File: src/rtl/core/wcsp_pkg.sv
// Package: shared types and constants for the WAV chunk stream parser.
package wcsp_pkg;

  localparam int unsigned POS_BITS = 32;

  localparam logic [31:0] ID_RIFF = 32'h5249_4646;
  localparam logic [31:0] ID_WAVE = 32'h5741_5645;
  localparam logic [31:0] ID_FMT  = 32'h666D_7420;
  localparam logic [31:0] ID_DATA = 32'h6461_7461;

  localparam int unsigned RIFF_HDR_BYTES = 12;
  localparam int unsigned CHUNK_HDR_BYTES = 8;
  localparam logic [31:0] FMT_MIN_SIZE = 32'd16;
  localparam logic [15:0] FMT_PCM = 16'd1;
  localparam logic [15:0] CH_MAX = 16'd2;
  localparam logic [15:0] BITS_8 = 16'd8;
  localparam logic [15:0] BITS_16 = 16'd16;

  typedef enum logic [1:0] {
    PH_RIFF = 2'd0,
    PH_HEAD = 2'd1,
    PH_LOAD = 2'd2,
    PH_PAD  = 2'd3
  } phase_t;

  typedef enum logic [1:0] {
    KIND_OTHER = 2'd0,
    KIND_FMT   = 2'd1,
    KIND_DATA  = 2'd2
  } kind_t;

  typedef enum logic [2:0] {
    ST_NONE   = 3'd0,
    ST_TRUNC  = 3'd1,
    ST_RIFF   = 3'd2,
    ST_NOFMT  = 3'd3,
    ST_UNSUP  = 3'd4,
    ST_NODATA = 3'd5
  } status_t;

endpackage

File: src/rtl/core/wav_chunk_stream_parser_top.sv
// Top level: streaming RIFF/WAVE header parser, one byte per transaction.
//
//  channel | direction | handshake          | payload
//  in_     | input     | in_valid/in_stall   | data_byte[7:0], last_byte
//  out_    | output    | out_valid/out_stall | status, channels, sample_rate,
//          |           |                     | bits_per_sample, data_offset, data_size
//
// One byte per cycle unless stalled; the result registers the cycle after the last byte.
// The next-state logic is combinational (32-bit size subtract/compare).
// rst_n is synchronous; after each result the parser returns to its reset state.
// in_stall is high only while a result sits in the output register with out_stall high.
module wav_chunk_stream_parser_top (
  input  logic        clk,
  input  logic        rst_n,
  input  logic        in_valid,
  output logic        in_stall,
  input  logic [7:0]  in_data_byte,
  input  logic        in_last_byte,
  output logic        out_valid,
  input  logic        out_stall,
  output logic [2:0]  out_status,
  output logic [15:0] out_channels,
  output logic [31:0] out_sample_rate,
  output logic [15:0] out_bits_per_sample,
  output logic [31:0] out_data_offset,
  output logic [31:0] out_data_size
);

  localparam logic [wcsp_pkg::POS_BITS-1:0] POS_MAX = '1;

  logic [wcsp_pkg::POS_BITS-1:0] pos_r, pos_nxt;
  wcsp_pkg::phase_t  phase_r, phase_nxt;
  logic [63:0]       shift_r, shift_nxt;
  logic [31:0]       left_r, left_nxt;
  wcsp_pkg::kind_t   kind_r, kind_nxt;
  logic [15:0]       pfmt_r, pfmt_nxt;
  logic [15:0]       pch_r, pch_nxt;
  logic [31:0]       prate_r, prate_nxt;
  logic [15:0]       pbits_r, pbits_nxt;
  logic [31:0]       poff_r, poff_nxt;
  logic [31:0]       psize_r, psize_nxt;
  logic [15:0]       kch_r, kch_nxt;
  logic [31:0]       krate_r, krate_nxt;
  logic [15:0]       kbits_r, kbits_nxt;
  logic [31:0]       koff_r, koff_nxt;
  logic [31:0]       ksize_r, ksize_nxt;
  logic              fmt_seen_r, fmt_seen_nxt;
  logic              data_seen_r, data_seen_nxt;
  wcsp_pkg::status_t err_r, err_nxt;

  logic              out_valid_r;
  wcsp_pkg::status_t out_status_r, status_nxt;
  logic [15:0]       out_ch_r;
  logic [31:0]       out_rate_r;
  logic [15:0]       out_bits_r;
  logic [31:0]       out_off_r;
  logic [31:0]       out_size_r;

  logic        in_accept;
  logic        fin;
  logic [31:0] left_dec;
  logic [31:0] load_idx;
  logic [31:0] hdr_size;
  logic [31:0] hdr_id;

  assign in_stall  = out_valid_r && out_stall;
  assign in_accept = in_valid && !in_stall;

  // chunk header as it stands once the incoming byte is shifted in
  assign hdr_id   = shift_r[55:24];
  assign hdr_size = {in_data_byte, shift_r[7:0], shift_r[15:8], shift_r[23:16]};
  assign left_dec = (left_r != 32'd0) ? left_r - 32'd1 : 32'd0;
  assign load_idx = psize_r - left_r;

  // Next state for one accepted byte.
  always_comb begin
    pos_nxt       = pos_r;
    phase_nxt     = phase_r;
    shift_nxt     = shift_r;
    left_nxt      = left_r;
    kind_nxt      = kind_r;
    pfmt_nxt      = pfmt_r;
    pch_nxt       = pch_r;
    prate_nxt     = prate_r;
    pbits_nxt     = pbits_r;
    poff_nxt      = poff_r;
    psize_nxt     = psize_r;
    kch_nxt       = kch_r;
    krate_nxt     = krate_r;
    kbits_nxt     = kbits_r;
    koff_nxt      = koff_r;
    ksize_nxt     = ksize_r;
    fmt_seen_nxt  = fmt_seen_r;
    data_seen_nxt = data_seen_r;
    err_nxt       = err_r;
    fin           = 1'b0;

    if (pos_r != POS_MAX) begin
      pos_nxt = pos_r + 1'b1;
    end

    if (err_r == wcsp_pkg::ST_NONE) begin
      unique case (phase_r)
        wcsp_pkg::PH_RIFF: begin
          shift_nxt = {shift_r[55:0], in_data_byte};
          if (pos_r == wcsp_pkg::POS_BITS'(3) && shift_nxt[31:0] != wcsp_pkg::ID_RIFF) begin
            err_nxt = wcsp_pkg::ST_RIFF;
          end
          if (pos_r == wcsp_pkg::POS_BITS'(wcsp_pkg::RIFF_HDR_BYTES - 1)) begin
            if (shift_nxt[31:0] != wcsp_pkg::ID_WAVE) begin
              err_nxt = wcsp_pkg::ST_RIFF;
            end else begin
              phase_nxt = wcsp_pkg::PH_HEAD;
              left_nxt  = 32'(wcsp_pkg::CHUNK_HDR_BYTES);
            end
          end
        end
        wcsp_pkg::PH_HEAD: begin
          shift_nxt = {shift_r[55:0], in_data_byte};
          left_nxt  = left_dec;
          if (left_dec == 32'd0) begin
            if (hdr_id == wcsp_pkg::ID_FMT) begin
              kind_nxt = wcsp_pkg::KIND_FMT;
            end else if (hdr_id == wcsp_pkg::ID_DATA) begin
              kind_nxt = wcsp_pkg::KIND_DATA;
            end else begin
              kind_nxt = wcsp_pkg::KIND_OTHER;
            end
            psize_nxt = hdr_size;
            poff_nxt  = 32'(pos_nxt);
            pfmt_nxt  = '0;
            pch_nxt   = '0;
            prate_nxt = '0;
            pbits_nxt = '0;
            if (kind_nxt == wcsp_pkg::KIND_FMT && hdr_size < wcsp_pkg::FMT_MIN_SIZE) begin
              err_nxt = wcsp_pkg::ST_TRUNC;
            end else if (hdr_size == 32'd0) begin
              fin = 1'b1;
            end else begin
              phase_nxt = wcsp_pkg::PH_LOAD;
              left_nxt  = hdr_size;
            end
          end
        end
        wcsp_pkg::PH_LOAD: begin
          if (kind_r == wcsp_pkg::KIND_FMT && load_idx < 32'd16) begin
            case (load_idx[3:0])
              4'd0:  pfmt_nxt[7:0]    = in_data_byte;
              4'd1:  pfmt_nxt[15:8]   = in_data_byte;
              4'd2:  pch_nxt[7:0]     = in_data_byte;
              4'd3:  pch_nxt[15:8]    = in_data_byte;
              4'd4:  prate_nxt[7:0]   = in_data_byte;
              4'd5:  prate_nxt[15:8]  = in_data_byte;
              4'd6:  prate_nxt[23:16] = in_data_byte;
              4'd7:  prate_nxt[31:24] = in_data_byte;
              4'd14: pbits_nxt[7:0]   = in_data_byte;
              4'd15: pbits_nxt[15:8]  = in_data_byte;
              default: ;
            endcase
          end
          left_nxt = left_dec;
          if (left_dec == 32'd0) begin
            fin = 1'b1;
          end
        end
        wcsp_pkg::PH_PAD: begin
          phase_nxt = wcsp_pkg::PH_HEAD;
          left_nxt  = 32'(wcsp_pkg::CHUNK_HDR_BYTES);
        end
        default: ;
      endcase

      // chunk complete: commit its values
      if (fin) begin
        if (kind_nxt == wcsp_pkg::KIND_FMT) begin
          kch_nxt      = pch_nxt;
          krate_nxt    = prate_nxt;
          kbits_nxt    = pbits_nxt;
          fmt_seen_nxt = 1'b1;
          if (pfmt_nxt != wcsp_pkg::FMT_PCM || pch_nxt == 16'd0 || pch_nxt > wcsp_pkg::CH_MAX
              || (pbits_nxt != wcsp_pkg::BITS_8 && pbits_nxt != wcsp_pkg::BITS_16)) begin
            err_nxt = wcsp_pkg::ST_UNSUP;
          end
        end else if (kind_nxt == wcsp_pkg::KIND_DATA) begin
          koff_nxt      = poff_nxt;
          ksize_nxt     = psize_nxt;
          data_seen_nxt = 1'b1;
        end
        if (psize_nxt[0]) begin
          phase_nxt = wcsp_pkg::PH_PAD;
          left_nxt  = 32'd0;
        end else begin
          phase_nxt = wcsp_pkg::PH_HEAD;
          left_nxt  = 32'(wcsp_pkg::CHUNK_HDR_BYTES);
        end
      end
    end
  end

  // Result status after the byte is taken.
  always_comb begin
    if (pos_nxt < wcsp_pkg::POS_BITS'(wcsp_pkg::RIFF_HDR_BYTES)) begin
      status_nxt = wcsp_pkg::ST_TRUNC;
    end else if (err_nxt != wcsp_pkg::ST_NONE) begin
      status_nxt = err_nxt;
    end else if (phase_nxt == wcsp_pkg::PH_LOAD) begin
      status_nxt = wcsp_pkg::ST_TRUNC;
    end else if (!fmt_seen_nxt) begin
      status_nxt = wcsp_pkg::ST_NOFMT;
    end else if (!data_seen_nxt) begin
      status_nxt = wcsp_pkg::ST_NODATA;
    end else begin
      status_nxt = wcsp_pkg::ST_NONE;
    end
  end

  always_ff @(posedge clk) begin
    if (!rst_n || (in_accept && in_last_byte)) begin
      pos_r       <= '0;
      phase_r     <= wcsp_pkg::PH_RIFF;
      shift_r     <= '0;
      left_r      <= '0;
      kind_r      <= wcsp_pkg::KIND_OTHER;
      pfmt_r      <= '0;
      pch_r       <= '0;
      prate_r     <= '0;
      pbits_r     <= '0;
      poff_r      <= '0;
      psize_r     <= '0;
      kch_r       <= '0;
      krate_r     <= '0;
      kbits_r     <= '0;
      koff_r      <= '0;
      ksize_r     <= '0;
      fmt_seen_r  <= 1'b0;
      data_seen_r <= 1'b0;
      err_r       <= wcsp_pkg::ST_NONE;
    end else if (in_accept) begin
      pos_r       <= pos_nxt;
      phase_r     <= phase_nxt;
      shift_r     <= shift_nxt;
      left_r      <= left_nxt;
      kind_r      <= kind_nxt;
      pfmt_r      <= pfmt_nxt;
      pch_r       <= pch_nxt;
      prate_r     <= prate_nxt;
      pbits_r     <= pbits_nxt;
      poff_r      <= poff_nxt;
      psize_r     <= psize_nxt;
      kch_r       <= kch_nxt;
      krate_r     <= krate_nxt;
      kbits_r     <= kbits_nxt;
      koff_r      <= koff_nxt;
      ksize_r     <= ksize_nxt;
      fmt_seen_r  <= fmt_seen_nxt;
      data_seen_r <= data_seen_nxt;
      err_r       <= err_nxt;
    end
  end

  always_ff @(posedge clk) begin
    if (!rst_n) begin
      out_valid_r <= 1'b0;
    end else if (in_accept && in_last_byte) begin
      out_valid_r <= 1'b1;
    end else if (!out_stall) begin
      out_valid_r <= 1'b0;
    end
  end

  always_ff @(posedge clk) begin
    if (in_accept && in_last_byte) begin
      out_status_r <= status_nxt;
      out_ch_r     <= kch_nxt;
      out_rate_r   <= krate_nxt;
      out_bits_r   <= kbits_nxt;
      out_off_r    <= koff_nxt;
      out_size_r   <= ksize_nxt;
    end
  end

  assign out_valid           = out_valid_r;
  assign out_status          = out_status_r;
  assign out_channels        = out_ch_r;
  assign out_sample_rate     = out_rate_r;
  assign out_bits_per_sample = out_bits_r;
  assign out_data_offset     = out_off_r;
  assign out_data_size       = out_size_r;

  a_result_follows_last: assert property (@(posedge clk) disable iff (!rst_n)
    in_accept && in_last_byte |=> out_valid_r)
    else $error("no result after last byte");

  a_reset_after_result: assert property (@(posedge clk) disable iff (!rst_n)
    in_accept && in_last_byte |=> pos_r == '0 && phase_r == wcsp_pkg::PH_RIFF
      && err_r == wcsp_pkg::ST_NONE)
    else $error("parser state not cleared after result");

  a_riff_phase_pos: assert property (@(posedge clk) disable iff (!rst_n)
    phase_r == wcsp_pkg::PH_RIFF && err_r == wcsp_pkg::ST_NONE
      |-> pos_r < wcsp_pkg::POS_BITS'(wcsp_pkg::RIFF_HDR_BYTES))
    else $error("RIFF header phase past byte 12");

  a_load_has_bytes: assert property (@(posedge clk) disable iff (!rst_n)
    phase_r == wcsp_pkg::PH_LOAD && err_r == wcsp_pkg::ST_NONE |-> left_r != 32'd0
      && left_r <= psize_r)
    else $error("payload count out of range");

  a_head_count: assert property (@(posedge clk) disable iff (!rst_n)
    phase_r == wcsp_pkg::PH_HEAD && err_r == wcsp_pkg::ST_NONE
      |-> left_r != 32'd0 && left_r <= 32'(wcsp_pkg::CHUNK_HDR_BYTES))
    else $error("chunk header count out of range");

endmodule
File: config.mk
export PLATFORM = sky130hd
export DESIGN_NAME = wav_chunk_stream_parser_top
export DESIGN_NICKNAME = d
export VERILOG_FILES = /design/src/rtl/core/wcsp_pkg.sv /design/src/rtl/core/wav_chunk_stream_parser_top.sv
export SDC_FILE = /design/constraint.sdc
export NUM_CORES = 1
export LEC_CHECK = 0
export BUFFER_PORTS_ARGS = -buffer_cell sky130_fd_sc_hd__clkbuf_2
export CAP_MARGIN = 10
export CORE_ASPECT_RATIO = 0.6
export CORE_MARGIN = 2
export CORE_UTILIZATION = 33
export DETAILED_ROUTE_END_ITERATION = 16
export GPL_TIMING_DRIVEN = 0
export HOLD_SLACK_MARGIN = 0.06
export PLACE_DENSITY_LB_ADDON = 0.12
export SYNTH_ARGS = -nofsm -noshare
export SYNTH_HDL_FRONTEND = slang
export SYNTH_SLANG_ARGS = --single-unit
File: constraint.sdc
create_clock -name clk -period 5.65 [get_ports clk]
set_input_delay 0.2825 -clock clk [delete_from_list [all_inputs] [get_ports clk]]
set_output_delay 0.2825 -clock clk [all_outputs]
set_load 0.1 [all_outputs]
---- After elaboration in Yosys (flattened, before gate mapping) ----
Cells that the tools add are included.
storage, ports and cells
  bits in registers ....................... 533
  input bits .............................. 13
  output and inout bits ................... 133
  logic and storage cells ................. 191
cells by class
  $add $sub $neg .......................... 3
  $lt $le $gt $ge ......................... 4
  equal/unequal tests ..................... 30
  muxes and demuxes ....................... 103
  reductions and logical operators ........ 25
operators by type and width
  kind                     number
  $mux W32                 26
  $mux W16                 15
  $pmux W32 S4             1
  $pmux W16 S2             3
  $mux W8                  10
  $eq A32 B31 Y1 const B   2
  $logic_not A32 Y1        2
  $lt A32 B5 Y1 const B    2
  $ne A32 B31 Y1 const B   2
  $pmux W32 S2             1
  $mux W3                  13
  $add A32 B1 Y32 const B  1
  $eq A32 B2 Y1 const B    1
  $eq A32 B4 Y1 const B    1
  $lt A32 B4 Y1 const B    1
  $mux W2                  16
  $ne A32 B32 Y1 const B   1
  $reduce_bool A32 Y1      1
  $sub A32 B1 Y32 const B  1
  $sub A32 B32 Y32         1
  $eq A4 B3 Y1 const B     4
  $gt A16 B2 Y1 const B    1
  $logic_not A16 Y1        1
  $ne A16 B1 Y1 const B    1
  other kinds (25)         57

---- Logic depth before layout (Yosys ltp) ----
Gate-level depths: netlist of run 1.
  depth after elaboration ................. 18
  depth in mapped cells ................... 22
  depth with buffers taken out ............ 19

---- Least setup slack after synthesis of run 1 ----
No wires, ideal clock.
  path kind ............................... register to register
  start ................................... register left_r[4]
  end ..................................... register err_r[1]
  library setup time ...................... 0.070 ns
  arrival ................................. 5.042 ns
  required time ........................... 5.580 ns
  slack ................................... 0.538 ns
  stages on the path, launching flop included .. 21
  path buffers ............................ 3
  clock period less this slack ............ 5.112 ns
  cells stage by stage .................... dfxtp_1 > inv_1 > ha_1 > clkbuf_1 > nand2_1 > o311a_1 > or3_1 > a31oi_1 > o311ai_0 > a2111oi_0 > and4b_1 > buf_4 > nand4b_1 > buf_2 > o41ai_1 > nand4b_1 > nor4_1 > o2111ai_1 > o41a_1 > or3_1 > a21oi_1
on the way
  cells in the longest elaborated chain, start to end .. 14
  elaborated cells between the ends (all ways) .. 42
  those cells by class .................... 2 x add/sub; 2 x order compare; 4 x eq/ne; 26 x mux; 8 x reduce/logical
RTL lines
  what                                                       RTL line                            source
  start: declaration                                         wav_chunk_stream_parser_top.sv:34   logic [31:0] left_r, left_nxt;
  start signal: assignment                                   wav_chunk_stream_parser_top.sv:242  left_r <= left_nxt;
  branches (longest 12 deep; another with $sub A32 B32 Y32)  -
  $mux W3 (*)                                                wav_chunk_stream_parser_top.sv:174  if (fin) begin
  $mux W3 (*)                                                wav_chunk_stream_parser_top.sv:102  if (err_r == wcsp_pkg::ST_NONE) begin
  end signal: assignment                                     wav_chunk_stream_parser_top.sv:237  err_r <= wcsp_pkg::ST_NONE;
  end signal: assignment                                     wav_chunk_stream_parser_top.sv:257  err_r <= err_nxt;
  end: declaration                                           wav_chunk_stream_parser_top.sv:49   wcsp_pkg::status_t err_r, err_nxt;
Mark *: on every way between the ends. The select of a mux whose other input is x is not followed.
A chain may end at the register's enable or synchronous reset.

---- Worst setup path in the final report of run 1 ----
  start ................................... register left_r[2]
  end ..................................... register out_status_r[0], in the netlist out_status[0], data pin
on the way
  cells in the longest elaborated chain, start to end .. 16
  elaborated cells between the ends (all ways) .. 76
  those cells by class .................... 2 x add/sub; 2 x order compare; 11 x eq/ne; 51 x mux; 10 x reduce/logical
RTL lines
  what                                                       RTL line                            source
  branches (longest 15 deep; another with $sub A32 B32 Y32)  -
  $mux W3 (*)                                                wav_chunk_stream_parser_top.sv:204  end else if (err_nxt != wcsp_pkg::ST_NONE) begin
  end signal: assignment                                     wav_chunk_stream_parser_top.sv:273  out_status_r <= status_nxt;
  end: declaration                                           wav_chunk_stream_parser_top.sv:52   wcsp_pkg::status_t out_status_r, status_nxt;
Marked as above.

==> results.md, run 1 <==
Detailed routing:
- The DRC marker count from the first detailed-route iteration is 2,889.
- The detail-routed via count per cell is 5.60.
- The length of the first detailed-routing pass in iterations is 5.
- The final routed wire length divided by cell count is 23.1 µm.
- After detailed routing, the total wire length is 108,000 µm.
- After detailed routing, the number of remaining DRC violations is 0.
- In this run the remaining antenna-violating nets after routing total 0.
- Detailed routing inserted a total of around 26,000 vias.

Timing:
- The worst path in the final design needs a cycle of 5720 ps, including I/O delays and setup.
- The actual slew at the worst max-slew pin is 1240 ps.
- Setup repair after global routing could not meet its margin everywhere.
- The max-slew headroom at the worst pin is 0.167.
- Setup violations remaining at the end of the flow were counted as 3.
- Setup slack on the critical path of the routed design comes to -71.9 ps.
- The number of hold violations in the final report is 0.
- Based on the critical path, the design can be clocked at up to 0.175 GHz.
- In the finished design, the share of the clock period the worst path needs comes to 1.01.
- The final-report max-slew violation count came to 0.
- The final clock skew is between 30 and 40 ps.

Floorplan:
- The total number of placement rows is 80.
- For this configuration, the core starts out at a cell density of 0.335.
- The floorplan step set the die width to around 370 µm.
- Pin placement for this block handled 146 I/O pins.
- The core region is 79,900 µm².
- The height of the chip is 224 µm.
- The floorplan step defined a die boundary enclosing between 80,000 and 90,000 µm².

Yosys:
- In the post-synthesis netlist, the biggest area contributors are dfxtp_1 30%, edfxtp_1 15%, nand2_1 9.2%.
- The leading area contributor after synthesis is dfxtp_1.
- Synthesis inferred around 530 register bits.
- The count of flip-flops with a built-in enable after synthesis is 131.
- The total of warnings raised by yosys is 0.
- For this run, asynchronously set or reset flops after synthesis account for 0.
- For this run, the register share of the synthesized area comes to 0.448.
- The count of unique library cells instantiated by Yosys is between 80 and 90.
- The post-synth net total is 3,366.
- The main flop type after synthesis is dfxtp_1.
- Of the post-synthesis cell area, the dominant cell type holds 0.301.
- After synthesis the cells add up to 26,700 µm².
- Counting every instance in the synthesized netlist gives 3,315.
- A synthesized cell averages 8.06 µm².

Layout:
- The final instance count without filler cells is 4,659.
- The number of nets at the end of the flow is 3,600.
- Leaving out fill and tap cells, the most frequent cell in the layout is nand2_1.
- In the layout the commonest cells are 655 x nand2_1, 387 x dfxtp_1, 356 x a21oi_1.
- Of the cells placed in the final design, the portion with a size suffix greater than 1 is 0.141.
- Relative to the synthesized area, the layout overhead comes to 19.7%.
- The final-layout fill cell count is about 8,400.

Setup path:
- For the worst setup path, the data required time is 6050 ps.
- The kind of cell with the highest combined delay along the critical path is compound AO/OA/AOI/OAI gates.
- The largest stage delay on the critical path is 450 ps.
- The slowest cell on the critical path is o41a_1.
- The worst-path maximum fanout is 7.
- The critical path is of the reg -> reg type.
- The worst reg-to-reg setup slack is -70 ps.
- At the worst endpoint, the arrival time is 6120 ps.
- STA classifies the critical path startpoint as a flip-flop.
- The critical path contains buffers and inverters numbering 5 combined.
- Traced cell by cell, the critical path runs through inv_1 -> ha_1 -> clkbuf_4 -> a21oi_1 -> o311a_4 -> o211ai_1 -> a21oi_2 -> or2_2 -> a2111oi_4 -> and4b_2 -> buf_6 -> nand4b_1 -> buf_6 -> buf_4 -> nor4_2 -> o211ai_1 -> nor4_4 -> o2111ai_1 -> o41a_1 -> o41ai_4.
- STA classifies the critical path endpoint as a flip-flop.

Power and ir drop:
- The standby leakage power is 10.8 nW.
- The analysis attributes to net switching a power of ~0.0025 W.
- The internal portion of the total power is 0.00619 W.
- The combinational share of power is 0.107.
- The switching part of the total is 0.284.
- Across the VDD grid, the largest voltage drop is 0.000197 V.
- Of the total power, registers draw 0.462.
- The share of total power dissipated in the clock network is 0.432.
- The post-route total power is 0.00866 W.
- The cell area power density is 271 nW/µm².

Global route:
- The via count of the first global-routing pass is about 24,000.
- The wire length of the first global-routing pass is about 160,000 µm.
- The initial antenna violation count was 2.
- The pin count of the biggest net entering global routing is 86.
- The global-route usage over all layers is 0.250.
- The total grt overflow is 0.

Run status:
- The final reports fail on negative setup slack.
- The flow ran to the end, but the final reports show violations.

Worst hold path:
- The worst hold-check path type is in -> reg.

Clocking:
- The clock net in this run drives a total of 533 sinks.
- The CTS buffer count is 54.
- TritonCTS built the clock tree.
- The clock-pin slew of the registers on the worst-case setup and hold paths is 70 ps.
- The H-tree was split into 2 levels.
- The longest clock path from root to sink contains 3 buffers.
- The root buffer cell is clkbuf_16.
- The later-pin clock latency in the skew report is 640 ps.

Placed design:
- After legalization and detailed placement, the total HPWL measured 80,500 µm.
- The routability congestion estimate from global placement is 1.02.
- Once placement completed, the tool counted placed cells totaling 4,526.
- Before CTS, the worst setup slack after placement is -2170 ps.
- Port buffering added 143 buffers.

Run:
- The total of max-cap violations is 0.
[per-stage QoR]
stage	cell area [µm²]	utilization	TNS (ps)	hold WS (ps)
2_1_floorplan	26700	-	0	432
3_5_place_dp	28800	0.361	-170060	447
3_3_place_gp	28800	0.360	-202920	441
6_report	32000	0.400	-175	275
4_1_cts	31300	0.392	-19.6	122
5_1_grt	32000	0.400	-1270	264
[registers in the layout (all words and copies together) (netlist names), 32 cells and up]
| name | flops |
|---|---|
| shift_r | 56 |
| koff_r | 32 |
| krate_r | 32 |
| ksize_r | 32 |
| left_r | 32 |
| out_data_offset | 32 |
| out_data_size | 32 |
| out_sample_rate | 32 |
| poff_r | 32 |
| pos_r | 32 |
| prate_r | 32 |
| psize_r | 32 |
[synth_stat cells (all sizes together), types with 12 or more instances]
cell type and number:
nand2 659, dfxtp 402, a21oi 371, nor2 355, clkbuf 216, o21ai 198
edfxtp 131, a22oi 103, inv 63, nand3 59, nor3 59, nand4 56
xnor2 54, a211oi 46, nor4 43, xor2 39, ha 37, mux2i 36
or3 29, buf 23, and3 22, or4 20, a21o 19, and2 15
a31oi 14, o211ai 14, o221a 13, a221o 12, nand2b 12, nor2b 12
o31ai 12
[kinds of logic after synthesis]
logic type,after synthesis,share of synthesized area
and+or+nand+nor,1387,0.230
AOI/OAI and AO/OA,913,0.211
DFF,533,0.448
buffers and inverters,305,0.0439
xor gates and xnor gates,93,0.0305
muxes,46,0.0177
adders and majority gates,38,0.0181
[power groups by stage]
stage	clock [W]	sequential (W)	combinational, W
after CTS	0.00381	0.00399	0.000875
after floorplan	0	0.00429	0.000335
after detailed placement	0	0.00408	0.000832
after global placement	0	0.00409	0.000833
final	0.00374	0.00399	0.000925
after global routing	0.00397	0.00400	0.000961
[area by class of cell]
class,instances,area (µm²),area share
multi-input combinational,2477,14500,0.453
sequential,533,12000,0.376
clock buffer,67,1480,0.0464
tap,1066,1330,0.0417
timing repair buffer,195,1160,0.0361
buffer,222,943,0.0295
clock inverter,32,310,0.00970
inverter,66,253,0.00790
antenna,1,2.50,0.0000782
[routing by layer]
metal  GRT usage  vias to the layer above  wire (µm)
met5           0                        -          0
met2       0.309                     1122      38900
li1            -                    12292          -
met3      0.0842                      115      12500
met4      0.0382                        0       1390
met1       0.408                    12562      54700
[worst min-delay path, cell delays in order]
cell,delay (ps)
clkbuf_2,210
a221oi_2,100
buf_4,150
a21oi_1,100
[repair_timing]
item,in CTS,in global routing
buffers inserted,24,23
setup endpoints to repair,289,235
pin swaps,23,27
gates resized for setup,109,148
hold buffers,2,0
hold endpoints to repair,1,0
[worst paths after layout]
check                               from                     endpoint  cells after the start
hold / removal           in_data_byte[6]        pch_r[6]$_SDFFE_PP0P_                      4
setup reg to reg  left_r[2]$_SDFFE_PP0P_  out_status[0]$_SDFFCE_PN1P_                     20
setup / recovery  left_r[2]$_SDFFE_PP0P_  out_status[0]$_SDFFCE_PN1P_                     20
hold reg to reg    kch_r[9]$_SDFFE_PP0P_        kch_r[9]$_SDFFE_PP0P_                      2
Note: power is estimated with default switching activity, not from simulation.
==> run 2, diff against run 1 <==
==> constraint.sdc (replaced) <==
create_clock -name clk -period 5.19 [get_ports clk]
set_input_delay 0.2595 -clock clk [delete_from_list [all_inputs] [get_ports clk]]
set_output_delay 0.2595 -clock clk [all_outputs]
set_load 0.1 [all_outputs]
==> run 2 against run 1 <==
Compared with the run above:
- the run still ends with negative setup slack left
- global-route usage grew 0.14 points
- sequential power increased by 9.0%
- maximum frequency is 3.5% higher
- critical endpoint unchanged
==> results.md, run 2 (synthesis gave the netlist of run 1 again) <==
Run status:
- The flow ran to the end, but the final reports show violations.
- The final reports fail on negative setup slack.

Setup path:
- Traced cell by cell, the critical path runs through inv_2 -> ha_1 -> buf_6 -> inv_2 -> o311a_4 -> or3_4 -> buf_4 -> a21oi_1 -> or2_2 -> a2111oi_4 -> and4b_2 -> buf_6 -> nand4b_1 -> buf_4 -> nor3_4 -> clkbuf_8 -> a22oi_2 -> o2111a_1 -> nand4_1 -> o41a_1 -> o41ai_4.
- The data required time of the critical path is 5600 ps.
- The largest stage delay on the critical path is about 570 ps.
- STA classifies the critical path startpoint as a flip-flop.
- The worst-path maximum fanout is 10.
- The worst path arrival time is 5940 ps.
- The critical path capture point type is a flip-flop.
- The critical path start-end classification is reg -> reg.
- The number of cells on the worst reg-to-reg path is 21.
- The slowest stage of the critical path is the o41a_1 cell.

Clocking:
- The clock-pin slew of the registers on the worst-case setup and hold paths is 70 ps.
- The clock tree from TritonCTS is built.
- The CTS buffer count is 54.
- The number of buffers on the longest clock path is 3.
- The tree is rooted in a clkbuf_16.
- The number of H-tree levels is 2.
- The later-pin clock latency in the skew report is ~640 ps.
- Counting every sink on the clock net gives 533.

Global route:
- The initial antenna violation count is 2.
- The global-route usage over all layers is 0.252.
- The total grt overflow is 0.
- The wire length of the first global-routing pass is 159,000 µm.
- The pin count of the biggest net entering global routing is 86.
- The via count of the first global-routing pass was 23,841.

Detailed routing:
- Once detail routing completed, the nets flagged for antenna violations numbered 0.
- The DRC marker count from the first detailed-route iteration is 2,964.
- The pre-antenna-repair detailed-routing pass consisted of 7 iterations.
- The via count is 26,329.
- The final layout contains routed wiring with a total length of about 110,000 µm.
- After detailed routing, the number of vias per cell comes to around 5.6.
- In the routed design, unresolved DRC markers number 0.
- The final routed wire length divided by cell count is 23.0 µm.

Timing:
- The final clock skew is ~30 ps.
- Setup violations remaining at the end of the flow were counted as 12.
- The minimum clock period after layout is 5530 ps.
- The final worst setup slack is -339 ps.
- The setup total negative slack is -1710 ps.
- The final-report max-slew violation count is 0.
- Headroom to the max-slew limit came out at 0.199.
- For the pin with the worst max-slew slack, the measured transition is between 1000 and 1500 ps.
- Derived from the worst setup path, the maximum achievable clock frequency is 0.181 GHz.
- Setup repair after global routing could not meet its margin everywhere.
- Dividing the final minimum period by the clock period gives 1.07.
- The worst hold slack is 250 ps.
- The number of hold violations in the final report is 0.

Run:
- The total of max-cap violations is 0.

Worst hold path:
- The tightest min-delay check is of the in -> reg type.
- The worst hold path was traced through 4 stages.

Layout:
- The area added between synthesis and finish is 23.0%.
- The most common cell after layout, fill and taps aside is nand2_1.
- In the final layout, the multi-input gates occupy between 10,000 and 15,000 µm².
- Counting the fill cells in the layout gives ~8,300.
- The net count of the finished layout is 3,645.
- The register with the most flip-flops in the layout has 56 of them.
- The share of cells above drive strength 1 is 0.172.
- The top cell types in the final layout, fill and taps aside, are 654 x nand2_1, 378 x dfxtp_1, 354 x a21oi_1.
- The area occupied by registers is 12,000 µm².
- The register with the highest flop count is shift_r.

Floorplan:
- The starting density of the core is 0.335.
- Measured along the x axis, the die boundary spans roughly 370 µm.
- The core area is 79,900 µm².
- The area of the die is ~83,000 µm².
- The height of the chip is 224 µm.
- The number of I/O pins is 146.
- Row generation in the floorplan step produced 80 rows.

Power and ir drop:
- The cell area power density is 288 nW/µm².
- The standby leakage power is 11.2 nW.
- VDD sags by at most 0.000216 V.

Placed design:
- The congestion estimate from routability-driven global placement came to 1.02.
- Detailed placement ended at an HPWL of a little over 80,000 µm.
- Port buffering added around 140 buffers.
-- run 2: changes by cell type in the layout (fill, tap and decap cells not counted), moves of 9 or more --
cell and change:
ha_4 +11, clkbuf_1 -16, clkbuf_2 +10, dfxtp_1 -9, buf_4 +42, o21ai_0 -25
o21ai_1 +21
-- run 2: cell type report --
cell class	count	share of cell area
diodes	2	0.000152
plain buffers	218	0.0299
clock buffers	67	0.0451
clock inverters	32	0.00944
inverters	66	0.00784
multi-input cells	2477	0.453
flip-flops and latches	533	0.366
well taps	1066	0.0406
repair buffers	244	0.0479
-- run 2: power breakdown --
part / switching [W] / internal [W] / total, W
sequential: 0.0000521 / 0.00429 / 0.00435
clock: 0.00183 / 0.00225 / 0.00407
combinational: 0.000817 / 0.000226 / 0.00104
-- run 2: worst paths after layout --
kind                            startpoint                          end  slack [ps]
hold / removal             in_data_byte[6]        pch_r[6]$_SDFFE_PP0P_         250
setup / recovery    left_r[5]$_SDFFE_PP0P_  out_status[0]$_SDFFCE_PN1P_        -340
setup reg to reg    left_r[5]$_SDFFE_PP0P_  out_status[0]$_SDFFCE_PN1P_        -340
hold reg to reg   ksize_r[26]$_SDFFE_PP0P_     ksize_r[26]$_SDFFE_PP0P_         450
-- run 2: repair_timing --
| item | 4_1_cts | 5_1_grt |
|---|---|---|
| pin swaps | 51 | 59 |
| endpoints found under the setup margin | 403 | 349 |
| gates cloned | 1 | 2 |
| hold endpoints to repair | 1 | 0 |
| gates resized for setup | 222 | 190 |
| buffers inserted | 48 | 47 |
| hold buffers | 2 | 0 |
-- run 2: metal layers --
| metal | vias up | track usage | share of wire |
|---|---|---|---|
| li1 | 12396 | - | - |
| met3 | 112 | 0.0878 | 0.11 |
| met1 | 12742 | 0.406 | 0.51 |
| met2 | 1077 | 0.310 | 0.36 |
| met4 | 2 | 0.0432 | 0.014 |
| met5 | - | 0.00874 | 0.00093 |
-- run 2: per-stage QoR --
stage / instances / worst slack [ps] / area [µm²] / util / total power [W]
floorplan: 3315 / 77.8 / 26700 / - / 0.00503
global placement: 4524 / -2780 / 28800 / 0.360 / 0.00536
detailed placement: 4526 / -2630 / 28800 / 0.361 / 0.00535
CTS: 4660 / -281 / 31900 / 0.399 / 0.00947
global route: 4703 / -454 / 32900 / 0.411 / 0.00975
finish: 4705 / -339 / 32900 / 0.411 / 0.00946
-- run 2: critical path, delay by kind of cell (launching register included) --
family	cells	cell delay, ps
and+or+nand+nor	6	1390
DFF	1	380
adders and majority gates	1	290
AOI/OAI and AO/OA	7	2290
buffers and inverters	7	950
